### config.mk
export PLATFORM = sky130hd
export DESIGN_NAME = av1_rtp_payload_packetizer_flat
export DESIGN_NICKNAME = d
export VERILOG_FILES = /design/src/rtl/av1p_pkg.sv /design/src/rtl/av1p_if.sv /design/src/rtl/av1p_core.sv /design/src/rtl/av1p_outq.sv /design/src/rtl/av1_rtp_payload_packetizer.sv /design/src/flat_wrapper.sv
export SDC_FILE = /design/constraint.sdc
export NUM_CORES = 1
export LEC_CHECK = 0
export BUFFER_PORTS_ARGS = -buffer_cell sky130_fd_sc_hd__buf_2
export CORE_MARGIN = 2
export CORE_UTILIZATION = 50
export CTS_CLUSTER_SIZE = 12
export DETAILED_ROUTE_END_ITERATION = 10
export PLACE_DENSITY = 0.77
export SYNTH_ARGS = -nofsm -noshare
export SYNTH_HDL_FRONTEND = slang
export SYNTH_HIERARCHICAL = 1
export SYNTH_SLANG_ARGS = --single-unit
### constraint.sdc
create_clock -name clock -period 12.1 [get_ports clock]
set_input_delay 1.21 -clock clock [delete_from_list [all_inputs] [get_ports clock]]
set_output_delay 1.21 -clock clock [all_outputs]
set_load 0.02 [all_outputs]
### src/rtl/av1p_pkg.sv
`timescale 1ns / 1ps
`default_nettype none
// shared types, widths and constants of the av1 rtp payload packetizer
// no dependencies; the core, result queue and top rtl files import this package

package av1p_pkg;

   // field widths
   localparam int SIZE_W = 14;   // usable size, packet fill, chunk count
   localparam int LEN_W  = 21;   // obu length and obu bytes left
   localparam int MAX_RES = 7;   // most results one item can cause
   localparam int CNT_W  = 3;    // result count of one item

   // usable size limits and reset value
   localparam logic [SIZE_W-1:0] U_LOW   = SIZE_W'(128);
   localparam logic [SIZE_W-1:0] U_HIGH  = SIZE_W'(9000);
   localparam logic [SIZE_W-1:0] U_RESET = SIZE_W'(1196);

   // obu type of a temporal delimiter, which is dropped
   localparam logic [3:0] OBU_TYPE_TD = 4'd2;

   // one input item
   typedef struct packed {
      logic [7:0]       data_byte;
      logic             byte_valid;
      logic             obu_start;
      logic [3:0]       obu_type;
      logic [2:0]       temporal_id;
      logic [1:0]       spatial_id;
      logic [LEN_W-1:0] obu_length;
      logic             frame_start;
      logic             new_sequence;
      logic             frame_end;
   } req_item_type;

   // one result item
   typedef struct packed {
      logic [7:0] out_byte;
      logic       out_valid;
      logic       packet_end;
      logic       frame_marker;
      logic       y_flag;
      logic       run_last;
   } rsp_item_type;

   // all results of one input item, in order from entry 0
   typedef struct packed {
      rsp_item_type [MAX_RES-1:0] ent;
      logic [CNT_W-1:0]           count;
   } rsp_group_type;

   // handshake between the step logic and the result queue
   typedef struct packed {
      logic load;   // step logic hands over a group
   } grp_ctrl_type;

   function automatic rsp_item_type mk_item(input logic [7:0] b, input logic v,
                                            input logic pe, input logic fm,
                                            input logic y);
      rsp_item_type r;
      r.out_byte     = b;
      r.out_valid    = v;
      r.packet_end   = pe;
      r.frame_marker = fm;
      r.y_flag       = y;
      r.run_last     = 1'b0;
      return r;
   endfunction

endpackage

`default_nettype wire

### src/rtl/av1p_if.sv
`timescale 1ns / 1ps
`default_nettype none
// valid/ready channel interfaces for the packetizer input and result streams
// no dependencies

interface av1p_req_if;
   logic        valid;
   logic        ready;
   logic [7:0]  data_byte;
   logic        byte_valid;
   logic        obu_start;
   logic [3:0]  obu_type;
   logic [2:0]  temporal_id;
   logic [1:0]  spatial_id;
   logic [20:0] obu_length;
   logic        frame_start;
   logic        new_sequence;
   logic        frame_end;

   modport source (
      output valid, data_byte, byte_valid, obu_start, obu_type, temporal_id,
             spatial_id, obu_length, frame_start, new_sequence, frame_end,
      input  ready
   );
   modport sink (
      input  valid, data_byte, byte_valid, obu_start, obu_type, temporal_id,
             spatial_id, obu_length, frame_start, new_sequence, frame_end,
      output ready
   );
endinterface

interface av1p_rsp_if;
   logic       valid;
   logic       ready;
   logic [7:0] out_byte;
   logic       out_valid;
   logic       packet_end;
   logic       frame_marker;
   logic       y_flag;
   logic       run_last;

   modport source (
      output valid, out_byte, out_valid, packet_end, frame_marker, y_flag, run_last,
      input  ready
   );
   modport sink (
      input  valid, out_byte, out_valid, packet_end, frame_marker, y_flag, run_last,
      output ready
   );
endinterface

`default_nettype wire

### src/rtl/av1p_core.sv
`timescale 1ns / 1ps
`default_nettype none
// packetizer step logic: packet and obu state plus the result group of one item
// depends on av1p_pkg

module av1p_core #(
   parameter int unsigned MAX_OBU_BYTES = 1048576,
   parameter int unsigned CLOSE_MARGIN  = 100
) (
   input  logic                          clock,
   input  logic                          reset,
   input  av1p_pkg::grp_ctrl_type        ctrl,
   input  av1p_pkg::req_item_type        item,
   input  logic [av1p_pkg::SIZE_W-1:0]   usable_bytes,
   output av1p_pkg::rsp_group_type       group
);
   import av1p_pkg::*;

   // length clamp and close margin at field width
   localparam bit CLAMP_LEN = MAX_OBU_BYTES < (64'd1 << LEN_W);
   localparam logic [LEN_W-1:0] MAX_LEN = CLAMP_LEN ? LEN_W'(MAX_OBU_BYTES) : '1;
   localparam logic [SIZE_W:0]  MARGIN  = (SIZE_W+1)'(CLOSE_MARGIN);

   // state
   logic [SIZE_W-1:0] fill_ff, fill_in;
   logic [LEN_W-1:0]  obu_left_ff, obu_left_in;
   logic [SIZE_W-1:0] chunk_left_ff, chunk_left_in;
   logic              cont_ff, cont_in;
   logic              seq_ff, seq_in;
   logic              first_ff, first_in;
   logic              drop_ff, drop_in;
   logic [3:0]        otype_ff, otype_in;
   logic [2:0]        tid_ff, tid_in;
   logic [1:0]        sid_ff, sid_in;

   // step intermediates
   logic [SIZE_W-1:0] u;
   logic [SIZE_W-1:0] fill0, fill_h, room, w, size, chunk_eff;
   logic [LEN_W-1:0]  len, left1;
   logic [SIZE_W-1:0] chunk1;
   logic              cont0, first1, drop1, ext;
   logic              mark_fs, need_hdr, close, open, data_emit, split, bare_end, leb2;
   logic [CNT_W-1:0]  n;
   rsp_group_type     grp;

   // one item through the packetizer rules
   always_comb begin
      // usable size clamp
      u = usable_bytes;
      if (u < U_LOW) begin
         u = U_LOW;
      end else if (u > U_HIGH) begin
         u = U_HIGH;
      end

      // frame start closes the open packet and clears obu state
      mark_fs = item.frame_start && (fill_ff != '0);
      fill0   = item.frame_start ? '0 : fill_ff;
      cont0   = item.frame_start ? 1'b0 : cont_ff;
      seq_in  = item.frame_start ? item.new_sequence : seq_ff;
      left1   = item.frame_start ? '0 : obu_left_ff;
      chunk1  = item.frame_start ? '0 : chunk_left_ff;
      first1  = item.frame_start ? 1'b0 : first_ff;
      drop1   = item.frame_start ? 1'b0 : drop_ff;
      otype_in = otype_ff;
      tid_in   = tid_ff;
      sid_in   = sid_ff;

      // new obu
      len = (item.obu_length == '0) ? LEN_W'(1) : item.obu_length;
      if (len > MAX_LEN) begin
         len = MAX_LEN;
      end
      if (item.byte_valid && item.obu_start) begin
         left1    = len;
         chunk1   = '0;
         first1   = 1'b1;
         drop1    = (item.obu_type == OBU_TYPE_TD);
         otype_in = item.obu_type;
         tid_in   = item.temporal_id;
         sid_in   = item.spatial_id;
      end
      ext = (tid_in != '0) || (sid_in != '0);

      // defaults
      obu_left_in   = left1;
      chunk_left_in = chunk1;
      first_in      = first1;
      drop_in       = drop1;
      fill_in       = fill0;
      cont_in       = cont0;
      need_hdr      = 1'b0;
      close         = 1'b0;
      open          = 1'b0;
      data_emit     = 1'b0;
      split         = 1'b0;
      leb2          = 1'b0;
      room          = '0;
      w             = '0;
      size          = '0;
      fill_h        = fill0;
      chunk_eff     = chunk1;

      // payload byte
      if (item.byte_valid && (left1 != '0)) begin
         obu_left_in = left1 - 1'b1;
         if (drop1) begin
            drop_in = (obu_left_in != '0);
         end else begin
            data_emit = 1'b1;
            need_hdr  = (chunk1 == '0);
            if (need_hdr) begin
               // close a nearly full packet, then size the new element
               close = (fill0 != '0) && !(({1'b0, fill0} + MARGIN) < {1'b0, u});
               open  = (fill0 == '0) || close;
               room  = open ? u : u - fill0;
               w     = (left1 < LEN_W'(room)) ? left1[SIZE_W-1:0] : room;
               size  = first1 ? w + SIZE_W'(1) + SIZE_W'(ext) : w;
               leb2  = (size[SIZE_W-1:7] != '0);
               fill_h = (open ? SIZE_W'(1) : fill0) + (leb2 ? SIZE_W'(2) : SIZE_W'(1))
                        + (first1 ? (ext ? SIZE_W'(2) : SIZE_W'(1)) : SIZE_W'(0));
               chunk_eff = w;
               first_in  = 1'b0;
               if (open) begin
                  seq_in = 1'b0;
               end
            end
            chunk_left_in = chunk_eff - 1'b1;
            fill_in       = fill_h + 1'b1;
            split         = (chunk_left_in == '0) && (obu_left_in != '0);
            if (split) begin
               cont_in = 1'b1;
               fill_in = '0;
            end else if (chunk_left_in == '0) begin
               cont_in = 1'b0;
            end
         end
      end

      // frame end closes the packet and abandons the obu
      bare_end = item.frame_end && !data_emit && (fill0 != '0);
      if (item.frame_end) begin
         fill_in       = '0;
         obu_left_in   = '0;
         chunk_left_in = '0;
         drop_in       = 1'b0;
         first_in      = 1'b0;
      end

      // result group in emission order
      grp = '0;
      n   = '0;
      if (mark_fs) begin
         grp.ent[n] = mk_item(8'h00, 1'b0, 1'b1, 1'b1, 1'b0);
         n = n + 1'b1;
      end
      if (close) begin
         grp.ent[n] = mk_item(8'h00, 1'b0, 1'b1, 1'b0, 1'b0);
         n = n + 1'b1;
      end
      if (open) begin
         grp.ent[n] = mk_item({cont0, 3'b000, seq_ff & ~item.frame_start
                               | item.frame_start & item.new_sequence, 3'b000},
                              1'b1, 1'b0, 1'b0, 1'b0);
         n = n + 1'b1;
      end
      if (need_hdr) begin
         grp.ent[n] = mk_item({leb2, size[6:0]}, 1'b1, 1'b0, 1'b0, 1'b0);
         n = n + 1'b1;
         if (leb2) begin
            grp.ent[n] = mk_item({1'b0, size[SIZE_W-1:7]}, 1'b1, 1'b0, 1'b0, 1'b0);
            n = n + 1'b1;
         end
         if (first1) begin
            grp.ent[n] = mk_item({1'b0, otype_in, ext, 2'b00}, 1'b1, 1'b0, 1'b0, 1'b0);
            n = n + 1'b1;
            if (ext) begin
               grp.ent[n] = mk_item({tid_in, sid_in, 3'b000}, 1'b1, 1'b0, 1'b0, 1'b0);
               n = n + 1'b1;
            end
         end
      end
      if (data_emit) begin
         grp.ent[n] = mk_item(item.data_byte, 1'b1, split || item.frame_end,
                              item.frame_end && !split, split);
         n = n + 1'b1;
      end
      if (bare_end) begin
         grp.ent[n] = mk_item(8'h00, 1'b0, 1'b1, 1'b1, 1'b0);
         n = n + 1'b1;
      end
      if (n != '0) begin
         grp.ent[n - 1'b1].run_last = 1'b1;
      end
      grp.count = n;
   end

   assign group = grp;

   // state registers
   always_ff @(posedge clock) begin
      if (reset) begin
         fill_ff       <= '0;
         obu_left_ff   <= '0;
         chunk_left_ff <= '0;
         cont_ff       <= 1'b0;
         seq_ff        <= 1'b0;
         first_ff      <= 1'b0;
         drop_ff       <= 1'b0;
         otype_ff      <= '0;
         tid_ff        <= '0;
         sid_ff        <= '0;
      end else if (ctrl.load) begin
         fill_ff       <= fill_in;
         obu_left_ff   <= obu_left_in;
         chunk_left_ff <= chunk_left_in;
         cont_ff       <= cont_in;
         seq_ff        <= seq_in;
         first_ff      <= first_in;
         drop_ff       <= drop_in;
         otype_ff      <= otype_in;
         tid_ff        <= tid_in;
         sid_ff        <= sid_in;
      end
   end

   // a split close leaves the next packet marked as a continuation
   a_split_sets_cont: assert property (@(posedge clock) disable iff (reset)
      ctrl.load && split |=> cont_ff)
      else $error("continuation not set after split close");

   // frame end leaves no obu in progress
   a_fend_clears_obu: assert property (@(posedge clock) disable iff (reset)
      ctrl.load && item.frame_end |=> (obu_left_ff == '0) && (chunk_left_ff == '0))
      else $error("obu state kept across frame end");

   // packet fill stays within the largest usable size plus header bytes
   a_fill_bound: assert property (@(posedge clock) disable iff (reset)
      fill_ff <= U_HIGH + SIZE_W'(5))
      else $error("packet fill out of range");

endmodule

`default_nettype wire

### src/rtl/av1p_outq.sv
`timescale 1ns / 1ps
`default_nettype none
// result queue: holds the result group of one item and shifts it out one per cycle while rsp_ready is high
// depends on av1p_pkg

module av1p_outq (
   input  logic                    clock,
   input  logic                    reset,
   input  logic                    load_req,
   input  av1p_pkg::rsp_group_type group,
   output av1p_pkg::grp_ctrl_type  ctrl,
   output logic                    rsp_valid,
   input  logic                    rsp_ready,
   output av1p_pkg::rsp_item_type  rsp_item
);
   import av1p_pkg::*;

   rsp_item_type [MAX_RES-1:0] ent_ff, ent_in;
   logic [CNT_W-1:0]           cnt_ff, cnt_in;
   logic                       take;
   logic                       free;

   // free when empty or the last result leaves now
   assign take = (cnt_ff != '0) && rsp_ready;
   assign free = (cnt_ff == '0) || ((cnt_ff == CNT_W'(1)) && rsp_ready);

   assign ctrl.load = load_req && free;

   // load a new group or shift toward entry 0
   always_comb begin
      ent_in = ent_ff;
      cnt_in = cnt_ff;
      if (ctrl.load) begin
         ent_in = group.ent;
         cnt_in = group.count;
      end else if (take) begin
         for (int i = 0; i < MAX_RES - 1; i++) begin
            ent_in[i] = ent_ff[i + 1];
         end
         cnt_in = cnt_ff - 1'b1;
      end else if (free) begin
         cnt_in = '0;
      end
   end

   always_ff @(posedge clock) begin
      if (reset) begin
         cnt_ff <= '0;
      end else begin
         cnt_ff <= cnt_in;
      end
   end

   always_ff @(posedge clock) begin
      ent_ff <= ent_in;
   end

   assign rsp_valid = (cnt_ff != '0);
   assign rsp_item  = ent_ff[0];

   // the last queued result closes its item
   a_last_has_run_last: assert property (@(posedge clock) disable iff (reset)
      (cnt_ff == CNT_W'(1)) |-> ent_ff[0].run_last)
      else $error("last result of item lacks run_last");

   // earlier results of an item do not
   a_early_no_run_last: assert property (@(posedge clock) disable iff (reset)
      (cnt_ff > CNT_W'(1)) |-> !ent_ff[0].run_last)
      else $error("run_last before the end of the item");

   // a result without a byte is always a packet close
   a_bare_is_close: assert property (@(posedge clock) disable iff (reset)
      (cnt_ff != '0) && !ent_ff[0].out_valid |-> ent_ff[0].packet_end)
      else $error("bare result that does not close a packet");

endmodule

`default_nettype wire

### src/rtl/av1_rtp_payload_packetizer.sv
`timescale 1ns / 1ps
`default_nettype none
// av1 rtp payload packetizer top: input register, size register, step logic, result queue
// depends on av1p_pkg, av1p_if, av1p_core, av1p_outq
// an item waits in the input register; its results (0 to 7) are offered from the queue
// throughput: one item per cycle while no item has over one result and rsp is ready
// reset: synchronous, active high; clears all packet and obu state, empties both
//   stages and sets the usable size to 1196

module av1_rtp_payload_packetizer #(
   parameter int unsigned MAX_OBU_BYTES = 1048576,
   parameter int unsigned CLOSE_MARGIN  = 100
) (
   input  logic                        clock,
   input  logic                        reset,
   av1p_req_if.sink                    req_chan,
   av1p_rsp_if.source                  rsp_chan,
   input  logic                        csr_wr_en,
   input  logic [av1p_pkg::SIZE_W-1:0] csr_wr_data
);
   import av1p_pkg::*;

   logic              in_valid_ff, in_valid_in;
   req_item_type      in_item_ff, req_item;
   logic [SIZE_W-1:0] usable_ff;
   grp_ctrl_type      ctrl;
   rsp_group_type     group;
   rsp_item_type      rsp_item;
   logic              rsp_valid;
   logic              req_take;

   // input item from the channel
   always_comb begin
      req_item.data_byte    = req_chan.data_byte;
      req_item.byte_valid   = req_chan.byte_valid;
      req_item.obu_start    = req_chan.obu_start;
      req_item.obu_type     = req_chan.obu_type;
      req_item.temporal_id  = req_chan.temporal_id;
      req_item.spatial_id   = req_chan.spatial_id;
      req_item.obu_length   = req_chan.obu_length;
      req_item.frame_start  = req_chan.frame_start;
      req_item.new_sequence = req_chan.new_sequence;
      req_item.frame_end    = req_chan.frame_end;
   end

   // input register takes a new item when empty or handing over
   assign req_chan.ready = !in_valid_ff || ctrl.load;
   assign req_take       = req_chan.valid && req_chan.ready;

   always_comb begin
      in_valid_in = in_valid_ff;
      if (req_take) begin
         in_valid_in = 1'b1;
      end else if (ctrl.load) begin
         in_valid_in = 1'b0;
      end
   end

   always_ff @(posedge clock) begin
      if (reset) begin
         in_valid_ff <= 1'b0;
      end else begin
         in_valid_ff <= in_valid_in;
      end
   end

   always_ff @(posedge clock) begin
      if (req_take) begin
         in_item_ff <= req_item;
      end
   end

   // usable size register
   always_ff @(posedge clock) begin
      if (reset) begin
         usable_ff <= U_RESET;
      end else if (csr_wr_en) begin
         usable_ff <= csr_wr_data;
      end
   end

   av1p_core #(
      .MAX_OBU_BYTES (MAX_OBU_BYTES),
      .CLOSE_MARGIN  (CLOSE_MARGIN)
   ) u_core (
      .clock        (clock),
      .reset        (reset),
      .ctrl         (ctrl),
      .item         (in_item_ff),
      .usable_bytes (usable_ff),
      .group        (group)
   );

   av1p_outq u_outq (
      .clock     (clock),
      .reset     (reset),
      .load_req  (in_valid_ff),
      .group     (group),
      .ctrl      (ctrl),
      .rsp_valid (rsp_valid),
      .rsp_ready (rsp_chan.ready),
      .rsp_item  (rsp_item)
   );

   // result channel
   assign rsp_chan.valid        = rsp_valid;
   assign rsp_chan.out_byte     = rsp_item.out_byte;
   assign rsp_chan.out_valid    = rsp_item.out_valid;
   assign rsp_chan.packet_end   = rsp_item.packet_end;
   assign rsp_chan.frame_marker = rsp_item.frame_marker;
   assign rsp_chan.y_flag       = rsp_item.y_flag;
   assign rsp_chan.run_last     = rsp_item.run_last;

endmodule

`default_nettype wire
### src/flat_wrapper.sv
// flat-port wrapper written by rule: the top's interface ports become plain ports
module av1_rtp_payload_packetizer_flat import av1p_pkg::*;
#(
   parameter int unsigned MAX_OBU_BYTES = 1048576,
   parameter int unsigned CLOSE_MARGIN  = 100
)
  (clock, reset, csr_wr_en, csr_wr_data, req_chan_valid, req_chan_data_byte, req_chan_byte_valid, req_chan_obu_start, req_chan_obu_type, req_chan_temporal_id, req_chan_spatial_id, req_chan_obu_length, req_chan_frame_start, req_chan_new_sequence, req_chan_frame_end, req_chan_ready, rsp_chan_valid, rsp_chan_out_byte, rsp_chan_out_valid, rsp_chan_packet_end, rsp_chan_frame_marker, rsp_chan_y_flag, rsp_chan_run_last, rsp_chan_ready);
  av1p_req_if req_chan_i ();
  av1p_rsp_if rsp_chan_i ();
  input  logic clock;
  input  logic reset;
  input  logic csr_wr_en;
  input  logic [av1p_pkg::SIZE_W-1:0] csr_wr_data;
  input wire logic [$bits(req_chan_i.valid)-1:0] req_chan_valid;
  input wire logic [$bits(req_chan_i.data_byte)-1:0] req_chan_data_byte;
  input wire logic [$bits(req_chan_i.byte_valid)-1:0] req_chan_byte_valid;
  input wire logic [$bits(req_chan_i.obu_start)-1:0] req_chan_obu_start;
  input wire logic [$bits(req_chan_i.obu_type)-1:0] req_chan_obu_type;
  input wire logic [$bits(req_chan_i.temporal_id)-1:0] req_chan_temporal_id;
  input wire logic [$bits(req_chan_i.spatial_id)-1:0] req_chan_spatial_id;
  input wire logic [$bits(req_chan_i.obu_length)-1:0] req_chan_obu_length;
  input wire logic [$bits(req_chan_i.frame_start)-1:0] req_chan_frame_start;
  input wire logic [$bits(req_chan_i.new_sequence)-1:0] req_chan_new_sequence;
  input wire logic [$bits(req_chan_i.frame_end)-1:0] req_chan_frame_end;
  output wire logic [$bits(req_chan_i.ready)-1:0] req_chan_ready;
  output wire logic [$bits(rsp_chan_i.valid)-1:0] rsp_chan_valid;
  output wire logic [$bits(rsp_chan_i.out_byte)-1:0] rsp_chan_out_byte;
  output wire logic [$bits(rsp_chan_i.out_valid)-1:0] rsp_chan_out_valid;
  output wire logic [$bits(rsp_chan_i.packet_end)-1:0] rsp_chan_packet_end;
  output wire logic [$bits(rsp_chan_i.frame_marker)-1:0] rsp_chan_frame_marker;
  output wire logic [$bits(rsp_chan_i.y_flag)-1:0] rsp_chan_y_flag;
  output wire logic [$bits(rsp_chan_i.run_last)-1:0] rsp_chan_run_last;
  input wire logic [$bits(rsp_chan_i.ready)-1:0] rsp_chan_ready;
  assign req_chan_i.valid = req_chan_valid;
  assign req_chan_i.data_byte = req_chan_data_byte;
  assign req_chan_i.byte_valid = req_chan_byte_valid;
  assign req_chan_i.obu_start = req_chan_obu_start;
  assign req_chan_i.obu_type = req_chan_obu_type;
  assign req_chan_i.temporal_id = req_chan_temporal_id;
  assign req_chan_i.spatial_id = req_chan_spatial_id;
  assign req_chan_i.obu_length = req_chan_obu_length;
  assign req_chan_i.frame_start = req_chan_frame_start;
  assign req_chan_i.new_sequence = req_chan_new_sequence;
  assign req_chan_i.frame_end = req_chan_frame_end;
  assign req_chan_ready = req_chan_i.ready;
  assign rsp_chan_valid = rsp_chan_i.valid;
  assign rsp_chan_out_byte = rsp_chan_i.out_byte;
  assign rsp_chan_out_valid = rsp_chan_i.out_valid;
  assign rsp_chan_packet_end = rsp_chan_i.packet_end;
  assign rsp_chan_frame_marker = rsp_chan_i.frame_marker;
  assign rsp_chan_y_flag = rsp_chan_i.y_flag;
  assign rsp_chan_run_last = rsp_chan_i.run_last;
  assign rsp_chan_i.ready = rsp_chan_ready;
  av1_rtp_payload_packetizer #(.MAX_OBU_BYTES(MAX_OBU_BYTES), .CLOSE_MARGIN(CLOSE_MARGIN)) u_core (.clock(clock), .reset(reset), .req_chan(req_chan_i), .rsp_chan(rsp_chan_i), .csr_wr_en(csr_wr_en), .csr_wr_data(csr_wr_data));
endmodule
======== Yosys cells after proc, flatten, opt, wreduce, memory -nomap -nowiden ========
Index checks and enable logic that the tools add are counted.
operators by class
  $add $sub $neg .......................... 19
  $lt $le $gt $ge ......................... 23
  equality and inequality tests ........... 2
  multiplexer cells ....................... 126
  bitwise gates (word level) .............. 10
  reductions and logical operators ........ 47
operators with widths
  kind                   count
  $mux 91                10
  $bwmux 91              7
  $demux 13 s3           9
  $mux 14                25
  $mux 78                2
  $mux 21                6
  $mux 13                8
  $and 3x84->84          1
  $not 84->84            1
  $and 77x77->77         1
  $not 77->77            1
  $logic_not 14->1       3
  $reduce_bool 21->1     2
  $mux 1                 40
  $mux 3                 13
  $lt 3x4->1 const B     9
  $add 14x1->14 const B  2
  $add 14x2->14          2
  $reduce_bool 14->1     2
  $ge 3x1->1 const B     9
  $add 3x1->3 const B    8
  $gt 21x21->1 const B   1
  $logic_and 1x1->1      21
  $logic_not 21->1       1
  other kinds (25)       43
word-level totals
  register bits ........................... 214
  output and inout bits ................... 15

======== Depth between registers and ports, before layout ========
  word-level depth ........................ 36
  depth in mapped cells ................... 61
  mapped depth without buffers ............ 51

======== Cells and area by module ========
The synthesis kept the hierarchy.
modules (own cells, without submodules)
  module                      times used  cells an instance  area each (um^2)
  av1p_core                   1           1736               11564.8
  av1p_outq                   1           226                4095.2
  av1_rtp_payload_packetizer  1           93                 1848.0

======== Least setup slack after synthesis ========
Ideal clock, no wire load.
  path type ............................... register to register
  start point ............................. register u_core/in_item_ff[2] (netlist bit)
  end point ............................... register u_core/u_outq/ent_ff[26] (netlist bit) (data pin)
  setup time .............................. 260 ps
  arrival ................................. 11389 ps
  path slack .............................. 452 ps
  cell stages (with the launch flop) ...... 60
  period minus slack after synthesis ...... 11648 ps
  cell sequence ........................... edfxtp_1 > inv_1 > clkbuf_1 > buf_1 > nand2_1 > inv_1 > ha_1 > a311oi_1 > nor4_1 > xnor2_1 > ha_1 > a21o_1 > a21oi_1 > o21ai_0 > nor4_4 > buf_4 > buf_2 > mux2i_1 > [... 24 more ...] > clkbuf_1 > nor2_1 > nand2_1 > o311ai_0 > mux2_1 > o21a_1 > buf_4 > inv_4 > ha_1 > mux2i_1 > inv_1 > ha_1 > o21ai_0 > ha_1 > nor2_1 > mux2i_1 > nor3_1 > mux2_2
RTL lines
  item                      line                              text
  start: declaration        av1_rtp_payload_packetizer.sv:24  req_item_type in_item_ff, req_item;
  start signal: assignment  av1_rtp_payload_packetizer.sv:69  in_item_ff <= req_item;
  end signal: assignment    av1p_outq.sv:55                   ent_ff <= ent_in;
  end: declaration          av1p_outq.sv:18                   rsp_item_type [MAX_RES-1:0] ent_ff, ent_in;

==> reports/metrics.cfg <==
[status]
outcome = finished clean

[placement]
io_buffers = 76
dpl_worst_slack_ns = 0.215
gp_congestion = 1.03
dp_hpwl_um = 47900
placed_cell_area_um2 = 18200

[floorplanning]
initial_core_util_pct = 50.7
die_w_um = 191
die_h_um = 191
design.core.area_um2 = 34500
pin_count = 77
rows = 68
dieArea_um2 = 36500

[sta]
slew_violations = 0
finalSetupViolCount = 0
skew_ns = 0.0143
hold_viol = 0
slew_headroom_pct = 17.8
setup_slack_ns = 0.523
min_period_over_period_pct = 95.7
fmax_ghz = 0.0864
period_minus_slack_ns = 11.58
worstMarginPinSlew_ns = 1.22

[worst_hold_path]
hold_path.class = flop to flop

[routing]
totalWireLength_um = 64600
dr.pass1.iters = 6
dr.first_iter.drc_count = 2117
viasPerCell = 6.79
wl_per_cell_um = 25.3
drc = 0
ant_nets = 0
vias = 17400

[logic_synthesis]
syn-instance-count = 2055
synth_edf_count = 134
synthesis.area_um2 = 17500
synth_cell_types = 106
synth.avg_cell_area_um2 = 8.52
synth_top_area_share_pct = 23.0
yosysSeqAreaShare_pct = 32.1
synth_nets = 2187
synthArstFlopShare_pct = 0
ys_ff_latch = 214
synthFlopType = edfxtp_1
yosysTopAreaCell = edfxtp_1
yosysMostFrequentCell = nor2_1
yosys_warnings = 6
synth_area_leaders = edfxtp_1 23%, dfxtp_1 9.1%, mux2_2 5.5%
synth.top_cells.by_count = 225 x nor2_1, 198 x nand2_1, 134 x edfxtp_1

[worst_setup_path]
critPathMaxFanout = 26
cp_top_family = compound AO/OA/AOI/OAI gates
cp_common_cell = ha_1
worstSetupPathType = flop to flop
cp-end-kind = flop
crit_arrival_ns = 11.88
cp_num_buf_inv = 7
critPathMaxStageDelay_ns = 0.57
crit_slowest_cell = or4_4
worstPathRequired_ns = 12.41
start_kind = flop

[flow_run]
cap_violations = 0

[cts]
cts_htree_levels = 1
cts_tree = done
clk_latency_ns = 0.56
cts_buffers = 27
ctsRootBufferMaster = clkbuf_16
cts_sinks = 214
clk_pin_slew_ns = 0.06
cts_buffer_depth = 3

[global_routing]
grt_pass1_wl_um = 97200
grt_overflow_total = 0
grt_max_degree = 81
grt_pass1_vias = 16100
globalRouteTotalUtil_pct = 34.8
grt_antenna_before_repair = 1

[pwr]
power_density_nw_per_um2 = 199
clkPwrFrac_pct = 20.1
peakVddDrop_uv = 165
power_frac_seq_pct = 28.9
switchingPower_mw = 1.71
p_leak_nw = 7.07
p_int_mw = 2.10
p_comb_share_pct = 51.1
switching_share_pct = 44.8

[finish]
fin_nets = 2213
diodes = 0
area_delta_synth_final_pct = 9.22
drive_above_1_share_pct = 16.7
fin_util_pct = 55.4
design_area_um2 = 19100

==> routing by layer <==
metal	GRT usage (%)	routed length [µm]	up-vias	part of all wire [%]
met4	14.2	2840	0	4.4
met3	6.30	6750	201	10
met5	0	0	-	0
met2	51.1	27200	1098	42
met1	50.3	27700	8299	43
li1	-	-	7769	-
==> power by group through the flow <==
| stage | clock [mW] | sequential (mW) | combinational [mW] |
|---|---|---|---|
| global placement | 0 | 1.11 | 1.83 |
| CTS | 0.781 | 1.10 | 1.86 |
| global route | 0.809 | 1.11 | 2.06 |
| finish | 0.764 | 1.10 | 1.94 |
| detailed placement | 0 | 1.11 | 1.84 |
| floorplan | 0 | 1.08 | 1.33 |
==> registers in the layout, indices dropped and copies added, names as in the netlist, 3 cells and up <==
name and cells:
u_core/u_core/obu_left_ff 21, u_core/u_core/otype_ff 4, u_core/u_core/chunk_left_ff 14, u_core/u_outq/rsp_item 13, u_core/usable_ff 14, u_core/in_item_ff 43, u_core/u_core/tid_ff 3, u_core/u_outq/ent_ff 78
u_core/u_outq/cnt_ff 3, u_core/u_core/fill_ff 14
==> layout by cell type, fill, tap and decap left out, drive strengths merged, types with 20 or more instances in the layout <==
cell type and count:
nor2 227, nand2 200, edfxtp 134, buf 125, o21ai 110, a21oi 102
mux2 97, nand3 86, inv 82, dfxtp 80, ha 65, nor3 60
a22oi 60, xnor2 47, o22ai 39, mux2i 35, clkbuf 34, or3 30
and3 28, a211oi 28, xor2 26, nor4 26, nand4 24, a31oi 24
o211ai 21, and2 21, o31ai 21, a21o 20
==> kinds of logic after synthesis <==
group           count (synthesis)  synth area share [%]
compound gates                576                  23.3
xor+xnor                       73                  3.69
fa+ha+maj                      70                  5.22
buf+inv                       208                  5.60
flops                         214                  32.1
mux                           132                  8.43
simple gates                  782                  21.6
==> repair_timing <==
item,CTS,global route
endpoints found under the setup margin,0,38
resized for setup,0,19
buffers inserted,0,4
hold buffers,0,0
==> worst reg2reg max path: cells and delay by family (launching register included) <==
kind                     cells  cell delay (ns)
buffers and inverters        7             1.16
AND/OR/NAND/NOR             14             2.76
multiplexers                 6             1.81
flip-flops                   1             0.37
XOR/XNOR                     1             0.08
AO/OA/AOI/OAI               14             3.25
adder cells (fa/ha/maj)      7             1.90
==> layout make-up <==
type | count | area (µm²)
Clock inverter | 16 | 135
Sequential cell | 214 | 5630
Tap cell | 455 | 569
Inverter | 80 | 303
Fill cell | 3259 | 15400
Timing Repair Buffer | 125 | 756
Clock buffer | 34 | 702
Multi-Input combinational cell | 1633 | 11000
==> per-stage QoR <==
stage	hold WS [ns]	power (mW)	std cells	setup TNS [ns]
floorplan	0.434	2.42	2055	0
global placement	0.443	2.93	2503	0
detailed placement	0.451	2.96	2503	0
CTS	0.459	3.74	2553	0
global route	0.478	3.98	2557	-0.228
finish	0.461	3.81	2557	0
==> final timing paths <==
check,depth (start not counted),startpoint,slack [ns],end
worst max register to register,49,u_core/usable_ff[4],0.52,u_core/u_outq/ent_ff[13]
worst min-delay path,2,u_core/u_core/seq_ff,0.46,u_core/u_core/seq_ff
worst min register to register,2,u_core/u_core/seq_ff,0.46,u_core/u_core/seq_ff
worst max-delay path,49,u_core/usable_ff[4],0.52,u_core/u_outq/ent_ff[13]
Note: power is estimated with default switching activity, not from simulation.
